`config.mk`:
```
export PLATFORM = sky130hd
export DESIGN_NAME = bus_patch_code_unit
export DESIGN_NICKNAME = d
export VERILOG_FILES = /design/src/design/bpc_pkg.sv /design/src/design/bpc_slot_bank.sv /design/src/design/bus_patch_code_unit.sv
export SDC_FILE = /design/constraint.sdc
export NUM_CORES = 1
export LEC_CHECK = 0
export ABC_AREA = 1
export BUFFER_PORTS_ARGS = -buffer_cell sky130_fd_sc_hd__buf_4
export CAP_MARGIN = 20
export CELL_PAD_IN_SITES_DETAIL_PLACEMENT = 1
export CELL_PAD_IN_SITES_GLOBAL_PLACEMENT = 1
export CORE_ASPECT_RATIO = 1.1
export CORE_MARGIN = 3
export CORE_UTILIZATION = 45
export DETAILED_ROUTE_END_ITERATION = 8
export GPL_TIMING_DRIVEN = 0
export PLACE_DENSITY_LB_ADDON = 0.1
export SLEW_MARGIN = 20
export SYNTH_ARGS = -nofsm -noshare
export SYNTH_HDL_FRONTEND = slang
export SYNTH_SLANG_ARGS = --single-unit
export TNS_END_PERCENT = 100
```
`constraint.sdc`:
```
create_clock -name clk -period 5.35 [get_ports clk]
set_input_delay 0.535 -clock clk [delete_from_list [all_inputs] [get_ports clk]]
set_output_delay 0.535 -clock clk [all_outputs]
set_load 0.02 [all_outputs]
```
`src/design/bpc_pkg.sv`:
```
// Shared constants, types and the window decode function of the bus patch code unit.
`default_nettype none

package bpc_pkg;

	localparam int NUM_SLOTS = 5;
	localparam int SLOT_W = (NUM_SLOTS > 1) ? $clog2(NUM_SLOTS) : 1;

	localparam logic [21:0] ENABLE_ADDR = 22'h000002;
	localparam logic [15:0] ENABLE_KEY = 16'h0001;
	localparam logic [21:0] WIN_LO = 22'h000004;
	localparam logic [21:0] WIN_HI = 22'h000020;

	localparam logic [1:0] ROUTE_PATCH = 2'd0;
	localparam logic [1:0] ROUTE_CART = 2'd1;
	localparam logic [1:0] ROUTE_ROM = 2'd2;
	localparam logic [1:0] ROUTE_ABSORB = 2'd3;

	localparam logic [1:0] WORD_ADDR_HI = 2'd0;
	localparam logic [1:0] WORD_ADDR_LO = 2'd1;
	localparam logic [1:0] WORD_DATA = 2'd2;

	typedef struct packed {
		logic [2:0] slot;
		logic [1:0] word;
	} win_pos_t;

	typedef struct packed {
		logic en;
		logic [SLOT_W-1:0] slot;
		logic [1:0] word;
		logic [15:0] data;
	} prog_t;

	typedef struct packed {
		logic hit;
		logic [15:0] data;
	} match_t;

	// Splits the word number within the programming window into slot and word.
	function automatic win_pos_t win_decode(input logic [3:0] k);
		win_pos_t p;
		case (k)
			4'd0: p = '{slot: 3'd0, word: WORD_ADDR_HI};
			4'd1: p = '{slot: 3'd0, word: WORD_ADDR_LO};
			4'd2: p = '{slot: 3'd0, word: WORD_DATA};
			4'd3: p = '{slot: 3'd1, word: WORD_ADDR_HI};
			4'd4: p = '{slot: 3'd1, word: WORD_ADDR_LO};
			4'd5: p = '{slot: 3'd1, word: WORD_DATA};
			4'd6: p = '{slot: 3'd2, word: WORD_ADDR_HI};
			4'd7: p = '{slot: 3'd2, word: WORD_ADDR_LO};
			4'd8: p = '{slot: 3'd2, word: WORD_DATA};
			4'd9: p = '{slot: 3'd3, word: WORD_ADDR_HI};
			4'd10: p = '{slot: 3'd3, word: WORD_ADDR_LO};
			4'd11: p = '{slot: 3'd3, word: WORD_DATA};
			4'd12: p = '{slot: 3'd4, word: WORD_ADDR_HI};
			4'd13: p = '{slot: 3'd4, word: WORD_ADDR_LO};
			4'd14: p = '{slot: 3'd4, word: WORD_DATA};
			default: p = '{slot: 3'd7, word: WORD_DATA};
		endcase
		return p;
	endfunction

endpackage

`default_nettype wire

```
`src/design/bpc_slot_bank.sv`:
```
// Code slot storage with programming writes and prioritized address match.
`default_nettype none

module bpc_slot_bank (
	input wire logic clk,
	input wire logic arst_n,
	input wire bpc_pkg::prog_t prog,
	input wire logic [21:0] lookup_addr,
	output bpc_pkg::match_t match
);

	logic [bpc_pkg::NUM_SLOTS-1:0] armed_q;
	logic [23:0] addr_q [bpc_pkg::NUM_SLOTS];
	logic [15:0] data_q [bpc_pkg::NUM_SLOTS];

	always_ff @(posedge clk or negedge arst_n) begin
		if (!arst_n) begin
			armed_q <= '0;
		end else if (prog.en && prog.word == bpc_pkg::WORD_DATA) begin
			armed_q[prog.slot] <= 1'b1;
		end
	end

	always_ff @(posedge clk or negedge arst_n) begin
		if (!arst_n) begin
			for (int i = 0; i < bpc_pkg::NUM_SLOTS; i++) begin
				addr_q[i] <= '0;
				data_q[i] <= '0;
			end
		end else if (prog.en) begin
			case (prog.word)
				bpc_pkg::WORD_ADDR_HI: addr_q[prog.slot][23:16] <= prog.data[7:0];
				bpc_pkg::WORD_ADDR_LO: addr_q[prog.slot][15:0] <= prog.data;
				bpc_pkg::WORD_DATA: data_q[prog.slot] <= prog.data;
				default: ;
			endcase
		end
	end

	// The lowest-numbered matching slot wins, so scan from the top down.
	always_comb begin
		match = '0;
		for (int i = bpc_pkg::NUM_SLOTS - 1; i >= 0; i--) begin
			if (armed_q[i] && addr_q[i] == {2'b00, lookup_addr}) begin
				match.hit = 1'b1;
				match.data = data_q[i];
			end
		end
	end

endmodule

`default_nettype wire

```
`src/design/bus_patch_code_unit.sv`:
```
// Top level of the bus patch code unit: input stage, routing decode and result register.
`default_nettype none

// Each bus access beat is held in the input register and then in the result
// register; it moves into the result register once that register is empty or
// its result is taken, and a new access is accepted every cycle while results
// are taken. Writes that program slots or the enable register take effect
// before the following access is decoded. The cartridge_connected register is
// written through the cfg channel, which is always ready.
module bus_patch_code_unit (
	input wire logic clk,
	input wire logic arst_n,
	input wire logic cfg_valid,
	output logic cfg_ready,
	input wire logic cartridge_connected,
	input wire logic in_valid,
	output logic in_ready,
	input wire logic req_type,
	input wire logic [21:0] bus_address,
	input wire logic [15:0] write_data,
	input wire logic upper_strobe,
	input wire logic lower_strobe,
	output logic out_valid,
	input wire logic out_ready,
	output logic [1:0] route,
	output logic [15:0] read_data,
	output logic [20:0] rom_word_index
);

	logic cart_q;
	logic enabled_q;

	logic valid_s1;
	logic req_s1;
	logic [21:0] addr_s1;
	logic [15:0] data_s1;
	logic up_s1;
	logic lo_s1;

	logic valid_s2;
	logic [1:0] route_s2;
	logic [15:0] rdata_s2;
	logic [20:0] rom_s2;

	logic advance;
	logic absorb;
	logic [3:0] win_k;
	bpc_pkg::win_pos_t win_pos;
	bpc_pkg::prog_t prog;
	bpc_pkg::match_t match;
	logic [1:0] route_d;
	logic [15:0] rdata_d;
	logic [20:0] rom_d;

	assign cfg_ready = 1'b1;
	assign advance = valid_s1 && (!valid_s2 || out_ready);
	assign in_ready = !valid_s1 || advance;

	always_ff @(posedge clk or negedge arst_n) begin
		if (!arst_n) begin
			cart_q <= 1'b0;
		end else if (cfg_valid) begin
			cart_q <= cartridge_connected;
		end
	end

	always_ff @(posedge clk or negedge arst_n) begin
		if (!arst_n) begin
			valid_s1 <= 1'b0;
		end else if (in_ready) begin
			valid_s1 <= in_valid;
		end
	end

	always_ff @(posedge clk) begin
		if (in_ready && in_valid) begin
			req_s1 <= req_type;
			addr_s1 <= bus_address;
			data_s1 <= write_data;
			up_s1 <= upper_strobe;
			lo_s1 <= lower_strobe;
		end
	end

	assign absorb = req_s1 && !(enabled_q && cart_q);
	assign win_k = 4'(6'(addr_s1[5:0] - 6'd4) >> 1);
	assign win_pos = bpc_pkg::win_decode(win_k);

	always_comb begin
		prog.en = advance && absorb && up_s1 && lo_s1
			&& addr_s1 >= bpc_pkg::WIN_LO && addr_s1 <= bpc_pkg::WIN_HI
			&& win_pos.slot < 3'(bpc_pkg::NUM_SLOTS);
		prog.slot = win_pos.slot[bpc_pkg::SLOT_W-1:0];
		prog.word = win_pos.word;
		prog.data = data_s1;
	end

	bpc_slot_bank u_slot_bank (
		.clk(clk),
		.arst_n(arst_n),
		.prog(prog),
		.lookup_addr(addr_s1),
		.match(match)
	);

	always_ff @(posedge clk or negedge arst_n) begin
		if (!arst_n) begin
			enabled_q <= 1'b0;
		end else if (advance && absorb && addr_s1 == bpc_pkg::ENABLE_ADDR
				&& data_s1 == bpc_pkg::ENABLE_KEY) begin
			enabled_q <= 1'b1;
		end
	end

	always_comb begin
		rdata_d = '0;
		rom_d = '0;
		if (!req_s1) begin
			route_d = bpc_pkg::ROUTE_ROM;
			if (enabled_q && match.hit) begin
				route_d = bpc_pkg::ROUTE_PATCH;
				rdata_d = match.data;
			end else if (enabled_q && cart_q) begin
				route_d = bpc_pkg::ROUTE_CART;
			end else begin
				rom_d = addr_s1[21:1];
			end
		end else if (absorb) begin
			route_d = bpc_pkg::ROUTE_ABSORB;
		end else begin
			route_d = bpc_pkg::ROUTE_CART;
		end
	end

	always_ff @(posedge clk or negedge arst_n) begin
		if (!arst_n) begin
			valid_s2 <= 1'b0;
		end else if (!valid_s2 || out_ready) begin
			valid_s2 <= valid_s1;
		end
	end

	always_ff @(posedge clk) begin
		if (advance) begin
			route_s2 <= route_d;
			rdata_s2 <= rdata_d;
			rom_s2 <= rom_d;
		end
	end

	assign out_valid = valid_s2;
	assign route = route_s2;
	assign read_data = rdata_s2;
	assign rom_word_index = rom_s2;

endmodule

`default_nettype wire

```
==> results list, run 1 <==
- Cell taking the most area after synthesis: sky130_fd_sc_hd__dfrtp_1
- Summed over its instances, the top area cell type makes up 39.2% of the synthesized netlist area.
- Transition time at the pin with the least slew margin: 1250 ps
* Clock Skew: 9.25 ps
- Dividing total power by cell area gives a power density of 329 nW/um^2.
* Number of global-route vias before repair: 11700
- Unrepaired setup endpoints after global routing: no
* Routed vias/inst: 5.40
- Antenna violations before repair: 0
- At the worst endpoint, the arrival time is 4240 ps.
- The flow ran to the end, and the final reports show no timing, DRC or antenna violations.
* Cell breakdown of the critical path: clkbuf_1 -> inv_1 -> ha_1 -> inv_1 -> nand2_1 -> nand2_1 -> inv_1 -> or2_1 -> nor3_1 -> nor2_1 -> nor3_4 -> nand3_1 -> clkbuf_1 -> nand2_1 -> o21ai_0
* Routability-driven placement congestion ratio: 0.905
- In the synthesized netlist, the number of instances is 1591.
- Post-Synthesis Cell Area: 13300 um^2
* Final net count: 1772
* Clk slew on worst S/H paths: 60 ps
* Most frequent cells in the layout: 551 x sky130_fd_sc_hd__nand2_1, 209 x sky130_fd_sc_hd__dfrtp_1, 203 x sky130_fd_sc_hd__o21ai_0, 138 x sky130_fd_sc_hd__inv_1, 137 x sky130_fd_sc_hd__nor2_1
- For this design the static power due to leakage is 7.14 nW.
- Number of setup violations in the final report: 0
- After detailed routing, the total wire length is 44000 um.
* Aggregate global routing overflow: 0
- During synthesis, Yosys emitted a total of 0 warnings.
- The number of max-slew violations in the final report came to 0.
- Placed instance count: 2050
* Length in cells of the worst reg-to-reg path: 15
- After routing the design area is 15700 um^2.
- The number of nets in the synthesized netlist is 1644.
* Sum Neg Setup Slack: 0 ps
- The worst pin sits at a relative slew slack of 16.1%.
- Quantity of I/O buffers inserted on ports: 87
- Layout Area Growth over Synthesis: 17.7%
- For this design, the slowest cell found on the critical path is sky130_fd_sc_hd__clkbuf_1.
* Count of nets left with antenna violations after detail routing: 0
- Height of the chip: 187 um
* Number of fill cells: 3477
- Post-route setup slack: 1450 ps
- Rows: 65
* Post-cts resize count: 0
- By area the synthesized netlist is led by sky130_fd_sc_hd__dfrtp_1 39%, sky130_fd_sc_hd__edfxtp_1 18%, sky130_fd_sc_hd__nand2_1 16%.
- Leading register cell type out of synthesis: sky130_fd_sc_hd__dfrtp_1
* Worst min-delay path class: in -> reg
- Fraction of final layout cells sized beyond drive strength 1: 9.51%
- The clock passes through at most 3 buffers.
- In the synthesized netlist the async set-or-reset flop fraction comes to 72.3%.
- Beginning of the worst register-to-register path: addr_s1[3]
- In this run the worst path has a maximum fanout of 10.
* Storage cell area: 7630 um^2
* Setup Slack @ Placement: 1600 ps
- Finished Layout Cells: 2113
* Mean instance size in the synthesized netlist: 8.38 um^2
- Dpl cell area: 14600 um^2
* Clk Latency, worst-skew pair: 510 ps
- For this run, design rule violations remaining after detail routing come to 0.
- The initial utilization of the core area, before any placement, comes to 46.1%.
- Violation count after the first detailed-routing iteration: 872
- RR Endpoint: u_slot_bank.addr_q[59]
- Summing all multi-input logic gate instances after layout gives 4860 um^2.
* Kind of critical path: reg -> reg
* CTS H-Tree Depth: 2
- Max-cap violations in this run came to 0.
- Derived from the worst setup path, the maximum achievable clock frequency is 0.256 GHz.
- Crit path required time: 5690 ps
- Die width: 170 um
- The floorplan step defined a die boundary enclosing 31700 um^2.
- STA classifies the critical path endpoint as a flop.
* Count of flip-flops with a built-in enable after synthesis: 80
- Final standard cell utilization of the core: 54.2%
* Pre-antenna DRT Iters: 5
* CTS tree: yes
* Floorplan core area: 29000 um^2
- Global routing used 28.1% of the available tracks.
* Crit path capture: u_slot_bank.addr_q[59]
- On the worst path, the slowest cell contributes a delay of 440 ps.
- In this run the count of I/O pins placed on the die edge is 89.
* Kind of start point of the critical path: flop
* Buffer cell driving the clock tree root: sky130_fd_sc_hd__clkbuf_16
* Largest net degree at the start of global routing: 92
- The worst-case IR drop observed on VDD is 0.270 mV.
* Ant. Diodes: 0
* Post-layout min period: 3900 ps
- The synthesized design contains 289 register bits.
- Clock buffers created by TritonCTS: 34
- The critical path starts at addr_s1[3].
- Vias: 11400
* Clock Sinks: 289
- Most common library cell in the layout ignoring fill and taps: sky130_fd_sc_hd__nand2_1
- Wire length of the first global-routing pass: 69000 um
* Final routed wire length divided by cell count: 20.8 um
- Final Hold Viols: 0
- Synthesis instantiated 29 different standard cells from the library.
- R2r setup slk: 1450 ps
- Final HPWL DP: 32000 um
- Sequential share of the synthesized area: 57.2%
- The final critical path takes up 72.9% of the cycle.
==> through the flow <==
stage	total power, mW	hold WS, ps
final	5.16	199
after global routing	5.33	176
after CTS	5.20	179
after detailed placement	2.86	450
after global placement	2.84	436
after floorplan	2.61	239
==> kinds of logic after synthesis <==
logic type | share of synthesized area (%)
AOI/OAI and AO/OA | 9.72
xor gates and xnor gates | 2.43
adders and majority gates | 0.563
buffers and inverters | 6.44
DFF | 57.2
muxes | 0.0844
other | 0.0281
and+or+nand+nor | 23.5
==> critical path: cells and delay by family (launching register included) <==
family	cells	cell delay [ps]
fa+ha+maj	1	280
simple gates	8	1710
flops	1	320
compound gates	1	120
buf+inv	5	1300
==> what timing repair did <==
| item | in CTS | in global routing |
|---|---|---|
| endpoints found under the setup margin | 0 | 0 |
| endpoints found under the hold margin | 43 | 0 |
| hold buffers | 1 | 0 |
| setup buffers | 0 | 0 |
==> synth_stat cells, drive strengths merged (8+ instances only) <==
library cell / instances
a21boi: 16
a21oi: 21
buf: 8
clkbuf: 76
dfrtp: 209
edfxtp: 80
inv: 140
nand2: 551
nand3: 25
nand4: 39
nor2: 137
o21ai: 211
or2: 18
xnor2: 15
xor2: 22
==> state kept, by name, indices dropped and copies added (netlist names) <==
signal,flops
route,2
req_s1,1
u_slot_bank.addr_q,120
u_slot_bank.armed_q,5
lo_s1,1
u_slot_bank.data_q,80
enabled_q,1
cart_q,1
data_s1,16
addr_s1,22
rom_word_index,21
read_data,16
up_s1,1
out_valid,1
valid_s1,1
==> final cells by class <==
type / instances / share of cell area (%)
Buffer: 84 / 2.08
Multi-Input combinational cell: 1076 / 30.9
Sequential cell: 289 / 48.6
Clock inverter: 9 / 0.574
Clock buffer: 53 / 6.60
Inverter: 142 / 3.39
Timing Repair Buffer: 92 / 4.88
Tap cell: 368 / 2.93
==> where the power goes <==
group | total, mW | switching [mW] | internal [mW]
Sequential | 2.37 | 0.0310 | 2.34
Combinational | 0.447 | 0.321 | 0.126
Clock | 2.34 | 0.917 | 1.43
==> worst min-delay path by stage <==
| stage | startpoint | endpoint | slack [ps] | cells after the start |
|---|---|---|---|---|
| 3_5_place_dp | u_slot_bank.armed_q[4] | u_slot_bank.armed_q[4] | 450 | 2 |
| 3_3_place_gp | u_slot_bank.armed_q[4] | u_slot_bank.armed_q[4] | 440 | 2 |
| 2_1_floorplan | arst_n | cart_q | 240 | 0 |
| 5_1_grt | write_data[14] | data_s1[14] | 180 | 1 |
| 4_1_cts | bus_address[10] | addr_s1[10] | 180 | 1 |
| 6_report | bus_address[10] | addr_s1[10] | 200 | 1 |
==> per-layer routing <==
layer | vias to the layer above | part of all wire, % | track usage (%)
met5 | - | 0 | 0
met4 | 0 | 2.1 | 6.21
met1 | 5723 | 46 | 41.0
met3 | 66 | 5.3 | 3.77
met2 | 301 | 47 | 45.2
li1 | 5313 | - | -
(Power assumes the default switching activity.)
==> run 2: changes to the inputs <==
ABC_AREA = 0   (was 1)
clock period = 3.6 ns   (was 5.35 ns; I/O delays follow)
==> run 2 against run 1 <==
Sequential cell count did not move. Sequential power up 48%. Maximum frequency up 16%. Cell count shrank 28%. Area after synthesis is 2.2% higher. Clock power rose by 47%. Utilization about the same. Die area increased by 2.1%. Global-route usage fell by 3.7 points. Register-to-register slack worse by 1200 ps. Critical endpoint is now u_slot_bank.data_q[71]. Largest cell class unchanged.
==> results list, run 2 <==
- The run finished with clean final reports.
- The die span in x came to 172 um (+1.0%).
- The most common cell in the synthesized netlist is sky130_fd_sc_hd__dfrtp_1.
- The total CTS buffers was 34 (unchanged).
- The number of nets with antenna violations after routing was 0 (unchanged).
- The layout net count came to 1167 (-34%).
* Leading register cell type out of synthesis: sky130_fd_sc_hd__dfrtp_1
* Yosys top cell area share: 38.4% (-0.84 points)
* Number of storage elements in the synthesis netlist: 289 (unchanged)
- The final design area excluding fillers is 16100 um^2 (+2.7%).
- DRC violations left: 0 (unchanged)
- The cell internal power dissipation came to 5.75 mW (+48%).
* IR drop worst, VDD: 0.333 mV (+23%)
- Maximum fanout along the worst path: 10 (unchanged)
- The setup TNS was 0 ps (unchanged).
- The number of top-level pins was 89 (unchanged).
* Largest net degree at the start of global routing: 76 (-17%)
- The routed length per instance was 25.9 um (+24%).
- The part of the power in combinational logic is 7.7% (-1.0 points).
* Dpl cell area: 14900 um^2 (+2.2%)
- Die footprint: 32400 um^2 (+2.1%)
- Number of global-route vias before repair: 9376 (-20%)
- The worst-case reg-to-reg path depth came to 11 (-4).
- Synth area leaders: sky130_fd_sc_hd__dfrtp_1 38%, sky130_fd_sc_hd__edfxtp_1 18%, sky130_fd_sc_hd__mux2_2 13%
* Most frequent cells in the layout: 209 x sky130_fd_sc_hd__dfrtp_1, 161 x sky130_fd_sc_hd__mux2_2, 93 x sky130_fd_sc_hd__buf_4, 80 x sky130_fd_sc_hd__edfxtp_1, 73 x sky130_fd_sc_hd__xor2_1
- The clock skew after layout was 14.7 ps (+5.49 ps).
- Final Hold Viols: 0 (unchanged)
- The chip height came to 189 um (+1.1%).
* Placed instance count: 1449 (-29%)
* Unrepaired setup endpoints after global routing: no
* Layout Area Growth over Synthesis: 18.3%
- The static leakage power came to 7.07 nW (-0.91%).
* Fraction of final layout cells sized beyond drive strength 1: 37.3% (+28 points)
- Crit path required time: 3990 ps (-1700 ps)
* Max-Slew Margin vs Limit: 34.6% (+19 points)
- The number of maximum-capacitance violations came to 0 (unchanged).
* Final worst path period share: 93.7% (+21 points)
- The distinct cell type count of the synthesized netlist was 63 (+120%).
* Flip-flop count of the largest register, all copies and words added: 120 (unchanged)
- The number of buffers added on ports is 87 (unchanged).
- Final count of pins violating max slew: 0 (unchanged)
* Switching fraction of total power: 23.6% (-0.96 points)
- Kind of critical path: reg -> reg
- The transition at the pin with the smallest max-transition slack was 973 ps (-274 ps).
- The worst setup path is captured at a flop.
- The number of warnings printed during yosys synthesis came to 0 (unchanged).
* Aggregate global routing overflow: 0 (unchanged)
* Finished Layout Cells: 1515 (-28%)
- Maximum clock frequency: 0.297 GHz (+16%)
- Largest registers: u_slot_bank.addr_q (120), u_slot_bank.data_q (80), addr_s1 (22)
- The biggest area contributor in the post-synthesis netlist is sky130_fd_sc_hd__dfrtp_1.
- The register share of total power came to 46.5% (+0.6 points).
* Final HPWL DP: 26300 um (-18%)
* Final standard cell utilization of the core: 54.2% (about the same)
- Sw Pwr: 1.78 mW (+40%)
- The portion of total power attributed to the clock network was 45.9% (+0.5 points).
- The number of H-tree levels came to 2 (unchanged).
- TritonCTS built the clock tree.
- The power per cell area was 467 nW/um^2 (+42%).
* Worst min-delay path class: in -> reg
- The first-pass GRT wire length was 59100 um (-14%).
* Routability-driven placement congestion ratio: 0.822 (-9.1%)
* Mean instance size in the synthesized netlist: 13.9 um^2 (+66%)
- Rows: 66 (+1.5%)
- Vias: 8699 (-24%)
* Starting Density: 45.8% (-0.22 points)
- The first-pass iteration count of the detailed router is 5 (unchanged).
- The maximum buffer depth of the clock tree is 3 (unchanged).
* Sum of routed wire length over all layers: 39300 um (-11%)
- The commonest cells after synthesis are 209 x sky130_fd_sc_hd__dfrtp_1, 161 x sky130_fd_sc_hd__mux2_2, 80 x sky130_fd_sc_hd__edfxtp_1.
- The worst setup path is launched from a flop.
- Aggregate global-route resource usage: 24.5% (-3.7 points)
- Total Power Consumption: 7.53 mW (+46%)
* Post-Synthesis Cell Area: 13600 um^2 (+2.2%)
* Clock Sinks: 289 (unchanged)
* Sequential share of the synthesized area: 56.0% (-1.2 points)
- Hold-critical path depth: 1 (unchanged)
* Post-layout min period: 3370 ps (-527 ps)
- Most common library cell in the layout ignoring fill and taps: sky130_fd_sc_hd__dfrtp_1
* Antenna violations before repair: 0 (unchanged)
* FFs w/ async S/R, synth: 72.3% (unchanged)
* Number of setup violations in the final report: 0 (unchanged)
- Register with the most flip-flops: u_slot_bank.addr_q
- Syn_nets: 1034 (-37%)
* Floorplan core area: 29700 um^2 (+2.7%)
- The data arrival time of the critical path was 3760 ps (-480 ps).
- Count of flip-flops with a built-in enable after synthesis: 80 (unchanged)
- Routed vias/inst: 5.74 (+6.4%)
- Clk Latency, worst-skew pair: 510 ps (about the same)
- The instance count of the mapped netlist came to 981 (-38%).
- Violation count after the first detailed-routing iteration: 539 (-38%)
- Clock tree synthesis selected as its root buffer the cell sky130_fd_sc_hd__clkbuf_16.
* Clk slew on worst S/H paths: 60 ps (about the same)
run 2: worst paths after layout:
| kind | start | slack (ps) | end |
|---|---|---|---|
| min | write_data[5] | 20 | data_s1[5] |
| max reg2reg | addr_s1[2] | 230 | u_slot_bank.data_q[71] |
| min reg2reg | u_slot_bank.armed_q[3] | 480 | u_slot_bank.armed_q[3] |
| max in group asynchronous | arst_n | 2080 | u_slot_bank.data_q[57] |
| max | addr_s1[2] | 230 | u_slot_bank.data_q[71] |
| min in group asynchronous | arst_n | 400 | u_slot_bank.addr_q[80] |
run 2: area by class of cell:
| type | count | area (um^2) |
|---|---|---|
| fillers | 2953 | 13600 |
| clock buffers | 55 | 1030 |
| clock inverters | 7 | 80.1 |
| diodes | 1 | 2.50 |
| well taps | 374 | 468 |
| multi-input cells | 605 | 5570 |
| plain buffers | 81 | 494 |
| inverters | 4 | 15.0 |
| repair buffers | 99 | 828 |
| flip-flops and latches | 289 | 7630 |
run 2: per-stage QoR:
stage | hold slack, ps | setup slack, ps
2_1_floorplan | 64.4 | 352
3_3_place_gp | 455 | -844
3_5_place_dp | 339 | -387
4_1_cts | 4.93 | 25.7
5_1_grt | 5.81 | 18.7
6_report | 21.3 | 227
run 2: layer usage:
layer,part of all wire [%],GRT usage [%]
met1,46,34.9
met2,48,39.5
met3,3.6,3.13
met4,2.7,6.88
met5,0,0
run 2: worst max-delay path, cell delays in order (launching register included):
cell	delay (ps)
sky130_fd_sc_hd__edfxtp_1	380
sky130_fd_sc_hd__buf_2	290
sky130_fd_sc_hd__inv_1	230
sky130_fd_sc_hd__ha_4	230
sky130_fd_sc_hd__xnor2_2	350
sky130_fd_sc_hd__mux2i_4	550
sky130_fd_sc_hd__nor2_1	120
sky130_fd_sc_hd__nand4_2	210
sky130_fd_sc_hd__or2_1	170
sky130_fd_sc_hd__buf_6	170
sky130_fd_sc_hd__buf_6	190
sky130_fd_sc_hd__mux2_2	350
run 2: cells by family (layout without fill, tap and decap cells):
kind of cell               Yosys count  after routing  synth area share (%)
DFF                                289            289                  56.0
muxes                              206            206                  18.1
and+or+nand+nor                    161            161                  7.90
AOI/OAI and AO/OA                  119            119                  6.36
xor gates and xnor gates           112            112                  7.25
buffers and inverters               87            246                  3.78
adders and majority gates            6              6                 0.551
other                                1              2                0.0275
run 2: power by group through the flow:
stage	Clock, mW	Sequential, mW	Combinational (mW)
floorplan	0	3.59	0.242
detailed placement	0	3.56	0.570
global route	3.67	3.50	0.624
global placement	0	3.56	0.544
CTS	3.51	3.50	0.580
finish	3.45	3.50	0.576
run 2: repair_timing:
| item | in CTS | in global routing |
|---|---|---|
| buffers inserted | 4 | 0 |
| hold buffers | 1 | 0 |
| setup endpoints to repair | 118 | 112 |
| gates resized for setup | 5 | 7 |
| endpoints found under the hold margin | 60 | 0 |
| pin swaps | 3 | 0 |
| cloned | 0 | 0 |
